[src/hw/rtl/dbf_pkg.sv]
package dbf_pkg;

  // Lane layout: x, y, z, rx, ry, rz, slider one, slider two
  localparam int unsigned AxisCount   = 8;
  localparam int unsigned SliderFirst = 6;
  localparam int unsigned AxisW       = 16;
  localparam int unsigned CodeW       = 15;
  localparam int unsigned ButtonW     = 32;
  localparam int unsigned HatW        = 8;
  localparam int unsigned RepHatW     = 4;
  localparam int unsigned ThrW        = 16;

  localparam logic [ThrW-1:0] ThrReset = 16'd256;
  localparam logic [HatW-1:0] HatMax   = 8'd8;

  // Configuration register indexes
  localparam logic CfgThreshold = 1'b0;
  localparam logic CfgRunEnable = 1'b1;

  typedef enum logic [1:0] {
    KIND_SAMPLE     = 2'd0,
    KIND_CONNECT    = 2'd1,
    KIND_DISCONNECT = 2'd2,
    KIND_NOTIFY     = 2'd3
  } kind_e;

  typedef logic signed [AxisW-1:0] axis_t;
  typedef logic [CodeW-1:0]        code_t;

  // Control from the merging stage to every lane
  typedef struct packed {
    logic have_last;
    logic store;
    logic clear;
  } lane_ctrl_t;

  typedef struct packed {
    logic [ButtonW-1:0] buttons;
    code_t              x;
    code_t              y;
    code_t              z;
    code_t              rz;
    code_t              rx;
    code_t              ry;
    code_t              slider_one;
    code_t              slider_two;
    logic [RepHatW-1:0] hat;
  } rep_t;

endpackage

[src/hw/rtl/dbf_if.sv]
interface dbf_in_if;
  import dbf_pkg::*;

  logic               valid;
  logic               ready;
  logic [1:0]         kind;
  logic [ButtonW-1:0] buttons;
  axis_t              axis_x;
  axis_t              axis_y;
  axis_t              axis_z;
  axis_t              axis_rx;
  axis_t              axis_ry;
  axis_t              axis_rz;
  axis_t              slider_one;
  axis_t              slider_two;
  logic [HatW-1:0]    hat_code;

  modport source (
    output valid, kind, buttons, axis_x, axis_y, axis_z, axis_rx, axis_ry, axis_rz,
           slider_one, slider_two, hat_code,
    input  ready
  );

  modport sink (
    input  valid, kind, buttons, axis_x, axis_y, axis_z, axis_rx, axis_ry, axis_rz,
           slider_one, slider_two, hat_code,
    output ready
  );
endinterface

interface dbf_out_if;
  import dbf_pkg::*;

  logic               valid;
  logic               ready;
  logic [ButtonW-1:0] rep_buttons;
  code_t              rep_x;
  code_t              rep_y;
  code_t              rep_z;
  code_t              rep_rz;
  code_t              rep_rx;
  code_t              rep_ry;
  code_t              rep_slider_one;
  code_t              rep_slider_two;
  logic [RepHatW-1:0] rep_hat;

  modport source (
    output valid, rep_buttons, rep_x, rep_y, rep_z, rep_rz, rep_rx, rep_ry,
           rep_slider_one, rep_slider_two, rep_hat,
    input  ready
  );

  modport sink (
    input  valid, rep_buttons, rep_x, rep_y, rep_z, rep_rz, rep_rx, rep_ry,
           rep_slider_one, rep_slider_two, rep_hat,
    output ready
  );
endinterface

[src/hw/rtl/gamepad_report_deadband_filter.sv]
// Channel  Role  Beat
// in_i     sink  one sample or link event (kind, buttons, 8 axes, hat)
// out_o    src   one report (buttons, 8 axis codes, hat)
// cfg      write threshold (index 0), run enable (index 1)
//
// One beat per cycle while in_i is ready; eight lanes filter the axes and the
// merge stage decides the send in the accepting cycle; out_o is registered.
// Stored state is updated at acceptance, so each beat sees the last one's result.
// A two-entry output buffer takes reports while out_o stalls; in_i drops ready
// only when both entries are full.
// Reset clears link, send and stored state and loads the register defaults.
module gamepad_report_deadband_filter (
  input  logic                          clk_i,
  input  logic                          rst_ni,
  dbf_in_if.sink                        in_i,
  dbf_out_if.source                     out_o,
  input  logic                          cfg_we_i,
  input  logic                          cfg_idx_i,
  input  logic [dbf_pkg::ThrW-1:0]      cfg_wdata_i
);
  import dbf_pkg::*;

  logic [ThrW-1:0]      thr_q;
  logic                 run_q;
  logic                 in_ready;
  logic                 accept;
  logic                 send;
  lane_ctrl_t           ctrl;
  axis_t                axes [AxisCount];
  code_t                codes [AxisCount];
  logic [AxisCount-1:0] lane_differ;
  rep_t                 rep;
  rep_t                 rep_out;

  // Configuration registers
  always_ff @(posedge clk_i or negedge rst_ni) begin
    if (!rst_ni) begin
      thr_q <= ThrReset;
      run_q <= 1'b1;
    end else if (cfg_we_i) begin
      unique case (cfg_idx_i)
        CfgThreshold: thr_q <= cfg_wdata_i;
        CfgRunEnable: run_q <= cfg_wdata_i[0];
        default: ;
      endcase
    end
  end

  assign in_i.ready = in_ready;
  assign accept     = in_i.valid && in_ready;

  assign axes[0] = in_i.axis_x;
  assign axes[1] = in_i.axis_y;
  assign axes[2] = in_i.axis_z;
  assign axes[3] = in_i.axis_rx;
  assign axes[4] = in_i.axis_ry;
  assign axes[5] = in_i.axis_rz;
  assign axes[6] = in_i.slider_one;
  assign axes[7] = in_i.slider_two;

  // One filter lane per axis; sliders clamp at zero
  for (genvar i = 0; i < AxisCount; i++) begin : g_lane
    dbf_lane u_lane (
      .clk_i    (clk_i),
      .rst_ni   (rst_ni),
      .sample_i (axes[i]),
      .clamp_i  (1'(i >= SliderFirst)),
      .thr_i    (thr_q),
      .ctrl_i   (ctrl),
      .differ_o (lane_differ[i]),
      .code_o   (codes[i])
    );
  end

  dbf_merge u_merge (
    .clk_i         (clk_i),
    .rst_ni        (rst_ni),
    .accept_i      (accept),
    .kind_i        (in_i.kind),
    .buttons_i     (in_i.buttons),
    .hat_i         (in_i.hat_code),
    .run_i         (run_q),
    .lane_differ_i (lane_differ),
    .send_o        (send),
    .ctrl_o        (ctrl)
  );

  // Assemble the report
  always_comb begin
    rep.buttons    = in_i.buttons;
    rep.x          = codes[0];
    rep.y          = codes[1];
    rep.z          = codes[2];
    rep.rx         = codes[3];
    rep.ry         = codes[4];
    rep.rz         = codes[5];
    rep.slider_one = codes[6];
    rep.slider_two = codes[7];
    rep.hat        = (in_i.hat_code <= HatMax) ? in_i.hat_code[RepHatW-1:0] : '0;
  end

  dbf_skid u_skid (
    .clk_i   (clk_i),
    .rst_ni  (rst_ni),
    .push_i  (send),
    .data_i  (rep),
    .ready_o (in_ready),
    .valid_o (out_o.valid),
    .ready_i (out_o.ready),
    .data_o  (rep_out)
  );

  assign out_o.rep_buttons    = rep_out.buttons;
  assign out_o.rep_x          = rep_out.x;
  assign out_o.rep_y          = rep_out.y;
  assign out_o.rep_z          = rep_out.z;
  assign out_o.rep_rz         = rep_out.rz;
  assign out_o.rep_rx         = rep_out.rx;
  assign out_o.rep_ry         = rep_out.ry;
  assign out_o.rep_slider_one = rep_out.slider_one;
  assign out_o.rep_slider_two = rep_out.slider_two;
  assign out_o.rep_hat        = rep_out.hat;
endmodule

[src/hw/rtl/dbf_lane.sv]
module dbf_lane (
  input  logic                            clk_i,
  input  logic                            rst_ni,
  input  dbf_pkg::axis_t                  sample_i,
  input  logic                            clamp_i,
  input  logic [dbf_pkg::ThrW-1:0]        thr_i,
  input  dbf_pkg::lane_ctrl_t             ctrl_i,
  output logic                            differ_o,
  output dbf_pkg::code_t                  code_o
);
  import dbf_pkg::*;

  axis_t              last_q;
  axis_t              last_d;
  logic signed [AxisW:0] diff;
  logic [AxisW:0]     mag;
  axis_t              pick;
  axis_t              filt;

  // Deadband against the last sent value
  always_comb begin
    diff = {sample_i[AxisW-1], sample_i} - {last_q[AxisW-1], last_q};
    mag  = diff[AxisW] ? (~diff + 1'b1) : diff;
    if (ctrl_i.have_last && (mag < {1'b0, thr_i})) begin
      pick = last_q;
    end else begin
      pick = sample_i;
    end
    filt = (clamp_i && pick[AxisW-1]) ? '0 : pick;
  end

  assign differ_o = (filt != last_q);
  // Offset to unsigned and drop the low bit
  assign code_o   = {~filt[AxisW-1], filt[AxisW-2:1]};

  // Clear on disconnect, take the filtered value on a sent report
  always_comb begin
    last_d = last_q;
    if (ctrl_i.clear) begin
      last_d = '0;
    end else if (ctrl_i.store) begin
      last_d = filt;
    end
  end

  always_ff @(posedge clk_i or negedge rst_ni) begin
    if (!rst_ni) begin
      last_q <= '0;
    end else begin
      last_q <= last_d;
    end
  end
endmodule

[src/hw/rtl/dbf_merge.sv]
module dbf_merge (
  input  logic                                clk_i,
  input  logic                                rst_ni,
  input  logic                                accept_i,
  input  logic [1:0]                          kind_i,
  input  logic [dbf_pkg::ButtonW-1:0]         buttons_i,
  input  logic [dbf_pkg::HatW-1:0]            hat_i,
  input  logic                                run_i,
  input  logic [dbf_pkg::AxisCount-1:0]       lane_differ_i,
  output logic                                send_o,
  output dbf_pkg::lane_ctrl_t                 ctrl_o
);
  import dbf_pkg::*;

  kind_e              kind;
  logic               link_up_q, link_up_d;
  logic               force_q, force_d;
  logic               have_last_q, have_last_d;
  logic [ButtonW-1:0] last_buttons_q, last_buttons_d;
  logic [HatW-1:0]    last_hat_q, last_hat_d;
  logic               differ;
  logic               sample_ok;

  assign kind      = kind_e'(kind_i);
  assign differ    = (|lane_differ_i) || (buttons_i != last_buttons_q) || (hat_i != last_hat_q);
  assign sample_ok = accept_i && (kind == KIND_SAMPLE) && link_up_q && run_i;
  assign send_o    = sample_ok && (!have_last_q || force_q || differ);

  assign ctrl_o.have_last = have_last_q;
  assign ctrl_o.store     = send_o;
  assign ctrl_o.clear     = accept_i && (kind == KIND_DISCONNECT);

  // Advance link and send state on each accepted beat
  always_comb begin
    link_up_d      = link_up_q;
    force_d        = force_q;
    have_last_d    = have_last_q;
    last_buttons_d = last_buttons_q;
    last_hat_d     = last_hat_q;
    if (accept_i) begin
      unique case (kind)
        KIND_CONNECT: begin
          link_up_d = 1'b1;
          force_d   = 1'b1;
        end
        KIND_DISCONNECT: begin
          link_up_d      = 1'b0;
          have_last_d    = 1'b0;
          last_buttons_d = '0;
          last_hat_d     = '0;
        end
        KIND_NOTIFY: begin
          if (run_i) begin
            force_d = 1'b1;
          end
        end
        KIND_SAMPLE: begin
          if (send_o) begin
            have_last_d    = 1'b1;
            force_d        = 1'b0;
            last_buttons_d = buttons_i;
            last_hat_d     = hat_i;
          end
        end
      endcase
    end
  end

  always_ff @(posedge clk_i or negedge rst_ni) begin
    if (!rst_ni) begin
      link_up_q      <= 1'b0;
      force_q        <= 1'b0;
      have_last_q    <= 1'b0;
      last_buttons_q <= '0;
      last_hat_q     <= '0;
    end else begin
      link_up_q      <= link_up_d;
      force_q        <= force_d;
      have_last_q    <= have_last_d;
      last_buttons_q <= last_buttons_d;
      last_hat_q     <= last_hat_d;
    end
  end

  // A disconnect drops the stored state
  assert property (@(posedge clk_i) disable iff (!rst_ni)
    ctrl_o.clear |=> !have_last_q && !link_up_q)
    else $error("stored state survived a disconnect");

  // A sent report consumes the forced send
  assert property (@(posedge clk_i) disable iff (!rst_ni)
    send_o |=> have_last_q && !force_q)
    else $error("forced send still pending after a report");

  // No report without an up link and run mode on
  assert property (@(posedge clk_i) disable iff (!rst_ni)
    send_o |-> link_up_q && run_i)
    else $error("report sent with link down or run mode off");
endmodule

[src/hw/rtl/dbf_skid.sv]
module dbf_skid (
  input  logic          clk_i,
  input  logic          rst_ni,
  input  logic          push_i,
  input  dbf_pkg::rep_t data_i,
  output logic          ready_o,
  output logic          valid_o,
  input  logic          ready_i,
  output dbf_pkg::rep_t data_o
);
  import dbf_pkg::*;

  logic out_v_q;
  logic skid_v_q;
  rep_t out_q;
  rep_t skid_q;

  assign ready_o = !skid_v_q;
  assign valid_o = out_v_q;
  assign data_o  = out_q;

  // Hold a second beat while the output register is stalled
  always_ff @(posedge clk_i or negedge rst_ni) begin
    if (!rst_ni) begin
      out_v_q  <= 1'b0;
      skid_v_q <= 1'b0;
    end else if (ready_i || !out_v_q) begin
      if (skid_v_q) begin
        out_v_q  <= 1'b1;
        skid_v_q <= 1'b0;
      end else begin
        out_v_q <= push_i;
      end
    end else if (push_i) begin
      skid_v_q <= 1'b1;
    end
  end

  always_ff @(posedge clk_i) begin
    if (ready_i || !out_v_q) begin
      out_q <= skid_v_q ? skid_q : data_i;
    end else if (push_i && !skid_v_q) begin
      skid_q <= data_i;
    end
  end

  assert property (@(posedge clk_i) disable iff (!rst_ni)
    skid_v_q |-> out_v_q)
    else $error("skid stage full behind an empty output register");
endmodule

[src/flat_wrapper.sv]
// flat-port wrapper written by rule: the top's interface ports become plain ports
module gamepad_report_deadband_filter_flat import dbf_pkg::*;
  (clk_i, rst_ni, cfg_we_i, cfg_idx_i, cfg_wdata_i, in_i_valid, in_i_kind, in_i_buttons, in_i_axis_x, in_i_axis_y, in_i_axis_z, in_i_axis_rx, in_i_axis_ry, in_i_axis_rz, in_i_slider_one, in_i_slider_two, in_i_hat_code, in_i_ready, out_o_valid, out_o_rep_buttons, out_o_rep_x, out_o_rep_y, out_o_rep_z, out_o_rep_rz, out_o_rep_rx, out_o_rep_ry, out_o_rep_slider_one, out_o_rep_slider_two, out_o_rep_hat, out_o_ready);
  dbf_in_if in_i_i ();
  dbf_out_if out_o_i ();
  input  logic clk_i;
  input  logic rst_ni;
  input  logic cfg_we_i;
  input  logic cfg_idx_i;
  input  logic [dbf_pkg::ThrW-1:0] cfg_wdata_i;
  input wire logic [$bits(in_i_i.valid)-1:0] in_i_valid;
  input wire logic [$bits(in_i_i.kind)-1:0] in_i_kind;
  input wire logic [$bits(in_i_i.buttons)-1:0] in_i_buttons;
  input wire logic [$bits(in_i_i.axis_x)-1:0] in_i_axis_x;
  input wire logic [$bits(in_i_i.axis_y)-1:0] in_i_axis_y;
  input wire logic [$bits(in_i_i.axis_z)-1:0] in_i_axis_z;
  input wire logic [$bits(in_i_i.axis_rx)-1:0] in_i_axis_rx;
  input wire logic [$bits(in_i_i.axis_ry)-1:0] in_i_axis_ry;
  input wire logic [$bits(in_i_i.axis_rz)-1:0] in_i_axis_rz;
  input wire logic [$bits(in_i_i.slider_one)-1:0] in_i_slider_one;
  input wire logic [$bits(in_i_i.slider_two)-1:0] in_i_slider_two;
  input wire logic [$bits(in_i_i.hat_code)-1:0] in_i_hat_code;
  output wire logic [$bits(in_i_i.ready)-1:0] in_i_ready;
  output wire logic [$bits(out_o_i.valid)-1:0] out_o_valid;
  output wire logic [$bits(out_o_i.rep_buttons)-1:0] out_o_rep_buttons;
  output wire logic [$bits(out_o_i.rep_x)-1:0] out_o_rep_x;
  output wire logic [$bits(out_o_i.rep_y)-1:0] out_o_rep_y;
  output wire logic [$bits(out_o_i.rep_z)-1:0] out_o_rep_z;
  output wire logic [$bits(out_o_i.rep_rz)-1:0] out_o_rep_rz;
  output wire logic [$bits(out_o_i.rep_rx)-1:0] out_o_rep_rx;
  output wire logic [$bits(out_o_i.rep_ry)-1:0] out_o_rep_ry;
  output wire logic [$bits(out_o_i.rep_slider_one)-1:0] out_o_rep_slider_one;
  output wire logic [$bits(out_o_i.rep_slider_two)-1:0] out_o_rep_slider_two;
  output wire logic [$bits(out_o_i.rep_hat)-1:0] out_o_rep_hat;
  input wire logic [$bits(out_o_i.ready)-1:0] out_o_ready;
  assign in_i_i.valid = in_i_valid;
  assign in_i_i.kind = in_i_kind;
  assign in_i_i.buttons = in_i_buttons;
  assign in_i_i.axis_x = in_i_axis_x;
  assign in_i_i.axis_y = in_i_axis_y;
  assign in_i_i.axis_z = in_i_axis_z;
  assign in_i_i.axis_rx = in_i_axis_rx;
  assign in_i_i.axis_ry = in_i_axis_ry;
  assign in_i_i.axis_rz = in_i_axis_rz;
  assign in_i_i.slider_one = in_i_slider_one;
  assign in_i_i.slider_two = in_i_slider_two;
  assign in_i_i.hat_code = in_i_hat_code;
  assign in_i_ready = in_i_i.ready;
  assign out_o_valid = out_o_i.valid;
  assign out_o_rep_buttons = out_o_i.rep_buttons;
  assign out_o_rep_x = out_o_i.rep_x;
  assign out_o_rep_y = out_o_i.rep_y;
  assign out_o_rep_z = out_o_i.rep_z;
  assign out_o_rep_rz = out_o_i.rep_rz;
  assign out_o_rep_rx = out_o_i.rep_rx;
  assign out_o_rep_ry = out_o_i.rep_ry;
  assign out_o_rep_slider_one = out_o_i.rep_slider_one;
  assign out_o_rep_slider_two = out_o_i.rep_slider_two;
  assign out_o_rep_hat = out_o_i.rep_hat;
  assign out_o_i.ready = out_o_ready;
  gamepad_report_deadband_filter u_core (.clk_i(clk_i), .rst_ni(rst_ni), .in_i(in_i_i), .out_o(out_o_i), .cfg_we_i(cfg_we_i), .cfg_idx_i(cfg_idx_i), .cfg_wdata_i(cfg_wdata_i));
endmodule
[config.mk]
export PLATFORM = sky130hd
export DESIGN_NAME = gamepad_report_deadband_filter_flat
export DESIGN_NICKNAME = d
export VERILOG_FILES = /design/src/hw/rtl/dbf_pkg.sv /design/src/hw/rtl/dbf_if.sv /design/src/hw/rtl/gamepad_report_deadband_filter.sv /design/src/hw/rtl/dbf_lane.sv /design/src/hw/rtl/dbf_merge.sv /design/src/hw/rtl/dbf_skid.sv /design/src/flat_wrapper.sv
export SDC_FILE = /design/constraint.sdc
export NUM_CORES = 2
export LEC_CHECK = 0
export BUFFER_PORTS_ARGS = -buffer_cell sky130_fd_sc_hd__clkbuf_2
export CAP_MARGIN = 20
export CORE_UTILIZATION = 45
export CTS_BUF_LIST = sky130_fd_sc_hd__clkbuf_16
export DETAILED_ROUTE_END_ITERATION = 16
export PLACE_DENSITY = 0.67
export SLEW_MARGIN = 20
export SYNTH_ARGS = -nofsm -noshare
export SYNTH_HDL_FRONTEND = slang
export SYNTH_SLANG_ARGS = --single-unit
export TNS_END_PERCENT = 100
[constraint.sdc]
create_clock -name clk_i -period 21 [get_ports clk_i]
set_input_delay 2.1 -clock clk_i [delete_from_list [all_inputs] [get_ports clk_i]]
set_output_delay 2.1 -clock clk_i [all_outputs]
set_load 0.02 [all_outputs]
# Word level (Yosys, flattened, before mapping)

Cells that the tools add are included.

Equality and inequality tests: 15
$mul: 0
Add/sub/neg operators: 16
Mux-type cells: 48
Bitwise gates (word level): 18
Shift operators: 0
Reduce and logical (&&, ||, !) cells: 36
Div/mod/pow operators: 0
Magnitude comparators: 9

Operators with widths:

| operator                                                       | number |
|---|---|
| two-way mux 16 bit                                             | 24 |
| two-way mux 156 bit                                            | 1 |
| adder 17 x 1 -> 17 bit, second input constant                  | 8 |
| less-than comparator 17 x 16 -> 1 bit                          | 8 |
| two-way mux 17 bit                                             | 8 |
| inverter 17 bit                                                | 8 |
| subtractor 16 x 16 -> 17 bit                                   | 8 |
| != test 16 bit                                                 | 8 |
| one-hot mux 32 bit (2 select lines)                            | 1 |
| two-way mux 32 bit                                             | 1 |
| != test 32 bit                                                 | 1 |
| two-way mux 15 bit                                             | 2 |
| one-hot mux 8 bit (2 select lines)                             | 1 |
| logical AND 1 bit                                              | 15 |
| less-or-equal comparator 8 x 4 -> 1 bit, second input constant | 1 |
| two-way mux 8 bit                                              | 1 |
| != test 8 bit                                                  | 1 |
| inverter 1 bit                                                 | 8 |
| AND reduction 2 bit                                            | 4 |
| nonzero test 2 bit                                             | 4 |
| OR reduction 8 bit                                             | 1 |
| logical OR 1 bit                                               | 5 |
| two-way mux 1 bit                                              | 5 |
| equality test 2 bit, second input constant                     | 2 |
| other kinds (12)                                               | 16 |

RAM bits: 0
Latch bits: 0
Logic and storage cells: 179
Memories kept: 0
ROM bits: 0
Flip-flop bits (word level): 502
Bits of input ports: 192

# Longest topological paths before layout

Word-level depth: 16
Depth in mapped cells: 29

# Modules after synthesis

Synthesis repeated with hierarchy kept, for this count alone.

Cells, all modules: 3970
Area, all modules: 38126.6 µm²

By module, submodules not included:

| module                                 | times used | cells each | area each (µm²) | seq. area each (µm²) |
|---|---|---|---|---|
| dbf_lane (u_core.g_lane[0].u_lane ...) | 7          | 382        | 2806.4          | 400.4 |
| dbf_skid                               | 1          | 494        | 11757.5         | 9419.0 |
| dbf_merge                              | 1          | 361        | 3085.5          | 1076.0 |
| dbf_lane (u_core.g_lane[7].u_lane)     | 1          | 394        | 2926.6          | 400.4 |
| gamepad_report_deadband_filter         | 1          | 47         | 711.9           | 427.9 |

# Worst setup path after synthesis

Ideal clock, no wire load.

Kind: in2reg
From: input in_i_axis_z[0]
To: register u_core.u_skid.skid_q[0] (netlist bit), enable pin
Slack: 2.677 ns
Library setup time: 0.856 ns
Stages on the path: 26
Arrival: 17.467 ns
Buffers on the path: 2
Cell sequence: inv_1 -> ha_1 -> inv_1 -> fa_1 -> a21o_1 -> a221oi_1 -> xnor2_1 -> or4b_2 -> or2_2 -> or4_1 -> o21ai_0 -> xnor2_1 -> ha_1 -> o2111ai_1 -> or3_1 -> a21oi_1 -> o31ai_1 -> nor2_1 -> a221oi_1 -> o2111ai_1 -> a2111oi_0 -> nand4_1 -> nand2_1 -> clkbuf_1 -> buf_2 -> nor3_1

Cells in the longest elaborated chain, start to end: 15

Ends and longest elaborated chain:

| what                                  | RTL line           | text |
|---|---|---|
| from (decl)                           | flat_wrapper.sv:16 | `input wire logic [$bits(in_i_i.axis_z)-1:0] in_i_axis_z;` |
| subtractor 16 x 16 -> 17 bit          | dbf_lane.sv:22     | `diff = {sample_i[AxisW-1], sample_i} - {last_q[AxisW-1], last_q};` |
| inverter 17 bit                       | dbf_lane.sv:23     | `mag = diff[AxisW] ? (~diff + 1'b1) : diff;` |
| adder 17 x 1 -> 17 bit                | dbf_lane.sv:23     |  |
| two-way mux 17 bit                    | dbf_lane.sv:23     |  |
| less-than comparator 17 x 16 -> 1 bit | dbf_lane.sv:24     | `if (ctrl_i.have_last && (mag < {1'b0, thr_i})) begin` |
| logical AND 1 bit                     | dbf_lane.sv:24     |  |
| two-way mux 16 bit (*)                | dbf_lane.sv:24     |  |
| != test 16 bit (*)                    | dbf_lane.sv:32     | `assign differ_o = (filt != last_q);` |
| OR reduction 8 bit (*)                | dbf_merge.sv:25    | `assign differ = (\|lane_differ_i) \|\| (buttons_i != last_buttons_q) \|\| (hat_i != last_hat_q);` |
| logical OR 1 bit (*) (2 in a row)     | dbf_merge.sv:25    |  |
| logical OR 1 bit (*)                  | dbf_merge.sv:27    | `assign send_o = sample_ok && (!have_last_q \|\| force_q \|\| differ);` |
| logical AND 1 bit (*)                 | dbf_merge.sv:27    |  |
| logical AND 1 bit (*)                 | dbf_skid.sv:42     | `end else if (push_i && !skid_v_q) begin` |
| AND reduction 2 bit (no line) (*)     | -                  |  |
| to (signal assigned)                  | dbf_skid.sv:43     | `skid_q <= data_i;` |
| to (decl)                             | dbf_skid.sv:16     | `rep_t skid_q;` |

Every way passes the cells marked *; elsewhere a longest branch is shown, timed or not.
A chain may end at the register's enable or synchronous reset.

# Final worst setup path

From: input in_i_axis_x[0]
To: register u_core.u_skid.skid_q[35] (netlist bit), enable pin

Cells in the longest elaborated chain, start to end: 15

Ends and longest elaborated chain:

| what                                  | RTL line           | text |
|---|---|---|
| from (decl)                           | flat_wrapper.sv:14 | `input wire logic [$bits(in_i_i.axis_x)-1:0] in_i_axis_x;` |
| subtractor 16 x 16 -> 17 bit          | dbf_lane.sv:22     |  |
| inverter 17 bit                       | dbf_lane.sv:23     |  |
| adder 17 x 1 -> 17 bit                | dbf_lane.sv:23     |  |
| two-way mux 17 bit                    | dbf_lane.sv:23     |  |
| less-than comparator 17 x 16 -> 1 bit | dbf_lane.sv:24     |  |
| logical AND 1 bit                     | dbf_lane.sv:24     |  |
| two-way mux 16 bit (*)                | dbf_lane.sv:24     |  |
| != test 16 bit (*)                    | dbf_lane.sv:32     |  |
| OR reduction 8 bit (*)                | dbf_merge.sv:25    |  |
| logical OR 1 bit (*) (2 in a row)     | dbf_merge.sv:25    |  |
| logical OR 1 bit (*)                  | dbf_merge.sv:27    |  |
| logical AND 1 bit (*)                 | dbf_merge.sv:27    |  |
| logical AND 1 bit (*)                 | dbf_skid.sv:42     |  |
| AND reduction 2 bit (no line) (*)     | -                  |  |

Marks and branches as above.

==> reports/qor.yml <==
status:
  status: "finished, final reports clean"
global_route:
  track_usage_pct: 25.6
  grt_max_degree: 82
  antenna_found_initial: 7
  overflow: 0
  grt_pass1_wl_mm: 160
  grt_pass1_vias: 28000
timing:
  hold_viol_final: 0
  drv_slew: 0
  period_share_pct: 47.7
  rsz0062_at_grt: "no"
  tightestPinTransition_ps: 1090
  finClkSkew_ps: 58.4
  min_period_ps: 10020
  fin_setup_tns_ps: 0
  finalSetupViolations: 0
  fmax_mhz: 99.8
  slew_headroom_pct: 25.4
synthesis:
  ys.flop_type: "edfxtp_1"
  synth_edf_count: 308
  synth.distinct_cells: 90
  async_reset_ff_share_pct: 37.9
  ys_warn_count: 0
  syn_area_sq_um: 35200
  yosysMostFrequentCell: "edfxtp_1"
  syn_area_per_cell_sq_um: 9.82
  synthTopCellsByArea: "edfxtp_1, dfrtp_1, ha_1"
  seq_area_frac_synth_pct: 39.6
  synth_top_area_cell: "edfxtp_1"
  syn-instance-count: 3585
  synth-seq-cells: 496
  synth_top_area_share_pct: 26.3
  synthTopCellsByCount: "edfxtp_1, nand2_1, ha_1"
floorplan:
  die-area_sq_um: 79400
  die_w_um: 282
  rows: 102
  ios: 350
  start_util_pct: 45.5
  core-area_sq_um: 77500
  die_y_um: 282
final_layout:
  synthToLayoutAreaGrowth_pct: 13.0
  fill_cells: 7146
  fin_area_sq_um: 39800
  drive_gt1_share_pct: 18.9
  post-route-util_pct: 51.4
  nets: 4310
power:
  peakVddDrop_mv: 0.0637
  p_leak_nw: 16.2
  power_w: 0.00433
  p_per_area_nw_per_um2: 109
routing:
  ant_nets: 0
  drt_iter0_drc: 2434
  drc_errors: 0
  totalWireLength_mm: 103
  vias_per_cell: 5.89
  drtPass1Iterations: 6
  drt-wirelength-per-cell_um: 20.9
  vias: 29100
worst_hold_path:
  min-delay-path-class: "reg -> reg"
clock_tree:
  root_buffer: "clkbuf_16"
  holdBufCountCts: 0
  htreeDepth: 2
  cts_sinks: 496
  clockBufferDepth: 3
  postCtsResizedCells: 0
  cts_tree: "done"
  clk_pin_slew_worst_paths_ps: 60
  cts_made_buffers: 56
  post_cts_buffers: 0
  clkLatencyLatePin_ps: 660
place:
  port_buffers: 347
  hpwl_mm: 75.0
  place_congestion: 0.921
  dpl-instance-area_sq_um: 37800
run:
  maxCapViolCount: 0
critical_path:
  worst-path-max-fanout: 75
  worstPathRequired_ps: 21260
  setup.worst_path.end_class: "register"
  path_class: "in -> reg"
  arrival_ps: 10290
  startpoint_type: "input pin"
layout by cell type, fill, tap and decap left out, drive strengths merged, types with 13 or more instances in the layout:
cell type / synthesis / routed
o21a: 26 / 26
or2: 19 / 19
nand3: 95 / 95
o41ai: 13 / 13
nor2: 130 / 130
and3: 29 / 29
ha: 258 / 258
nand2: 259 / 259
inv: 217 / 233
nor4: 41 / 41
o21ai: 250 / 250
dfrtp: 186 / 186
edfxtp: 308 / 308
xnor2: 157 / 157
nand4: 28 / 28
a31oi: 16 / 16
xor2: 96 / 96
nand2b: 35 / 35
mux2: 227 / 227
o2111ai: 14 / 14
or3: 28 / 28
o31ai: 28 / 28
nor3: 151 / 151
clkbuf: 134 / 402
o211ai: 24 / 24
buf: 30 / 26
a21o: 59 / 59
or4: 21 / 21
a221oi: 16 / 16
o22ai: 42 / 42
and2: 30 / 30
a22o: 14 / 14
clkinv: 0 / 21
a21oi: 165 / 165
a211oi: 154 / 154
nor2b: 63 / 63
worst max-delay path, cell delays in order:
cell,delay [ps]
clkbuf_2,110
inv_1,60
ha_1,170
inv_1,60
fa_1,390
a211oi_1,410
nor4_1,90
or3b_2,500
a2111o_1,330
nor4_1,450
nand4b_1,400
nand2_1,190
xor2_1,160
ha_1,260
a211oi_1,210
nand2_1,80
o31ai_1,730
o221ai_1,230
nor4_1,440
o2111ai_1,220
a2111oi_0,570
nand4_1,270
nand2_4,810
nor3_2,80
buf_4,350
buf_4,470
state kept, by name (all words and copies together) (netlist names):
| signal | cells |
|---|---|
| u_core.u_skid.data_o | 154 |
| u_core.u_skid.skid_q | 154 |
| u_core.g_lane.u_lane.last_q | 126 |
| u_core.u_merge.last_buttons_q | 32 |
| u_core.thr_q | 16 |
| u_core.u_merge.last_hat_q | 8 |
| u_core.run_q | 1 |
| u_core.u_merge.force_q | 1 |
| u_core.u_merge.have_last_q | 1 |
| u_core.u_merge.link_up_q | 1 |
| u_core.u_skid.skid_v_q | 1 |
| u_core.u_skid.valid_o | 1 |
path summary, 6_finish.rpt:
| check | cells after the start | slack, ps | from | endpoint |
|---|---|---|---|---|
| worst max-delay path | 26 | 10980 | in_i_axis_x[0] | u_core.u_skid.skid_q[35] |
| worst min-delay path | 2 | 510 | u_core.u_skid.skid_q[63] | u_core.u_skid.data_o[63] |
| worst max register to register | 25 | 12160 | u_core.g_lane[5].u_lane.last_q[4] | u_core.u_skid.skid_q[35] |
| worst min register to register | 2 | 510 | u_core.u_skid.skid_q[63] | u_core.u_skid.data_o[63] |
| max in group asynchronous | 4 | 17620 | rst_ni | u_core.g_lane[0].u_lane.last_q[6] |
| min in group asynchronous | 1 | 1370 | rst_ni | u_core.u_merge.last_buttons_q[6] |
through the flow:
stage | cells | setup slack [ps] | hold WS, ps
2_1_floorplan | 3586 | 2680 | 466
3_3_place_gp | 4833 | 10510 | 490
3_5_place_dp | 4833 | 10380 | 502
4_1_cts | 4938 | 11050 | 526
5_1_grt | 4943 | 10450 | 540
6_report | 4944 | 10980 | 514
per-layer routing:
layer | part of all wire (%) | vias up | global-route usage [%]
met5 | 0.028 | - | 0
met4 | 2.6 | 4 | 7.66
met3 | 5.4 | 152 | 3.60
met2 | 46 | 858 | 41.6
met1 | 46 | 14100 | 35.3
li1 | - | 14000 | -
final cells by class:
cell class	instances	area, sq um	area share [%]
tap	1040	1300	3.27
clock buffer	56	1400	3.52
sequential	496	14000	35.1
inverter	217	820	2.06
antenna	5	12.5	0.0314
timing repair buffer	372	1950	4.91
clock inverter	49	502	1.26
multi-input combinational	2709	19900	49.9
power breakdown:
part	total, W	switching, W	internal, W
Sequential	0.00129	0.0000684	0.00122
Clock	0.00102	0.000438	0.000578
Combinational	0.00203	0.00121	0.000817
cells by family after synthesis:
kind of cell / after synthesis / share of synthesized area (%)
muxes: 237 / 7.54
and+or+nand+nor: 981 / 14.2
DFF: 496 / 39.6
adders and majority gates: 266 / 9.62
xor gates and xnor gates: 253 / 6.29
AOI/OAI and AO/OA: 970 / 18.5
other: 1 / 0.0106
buffers and inverters: 381 / 4.17
Power figures use the tool's default switching activity.
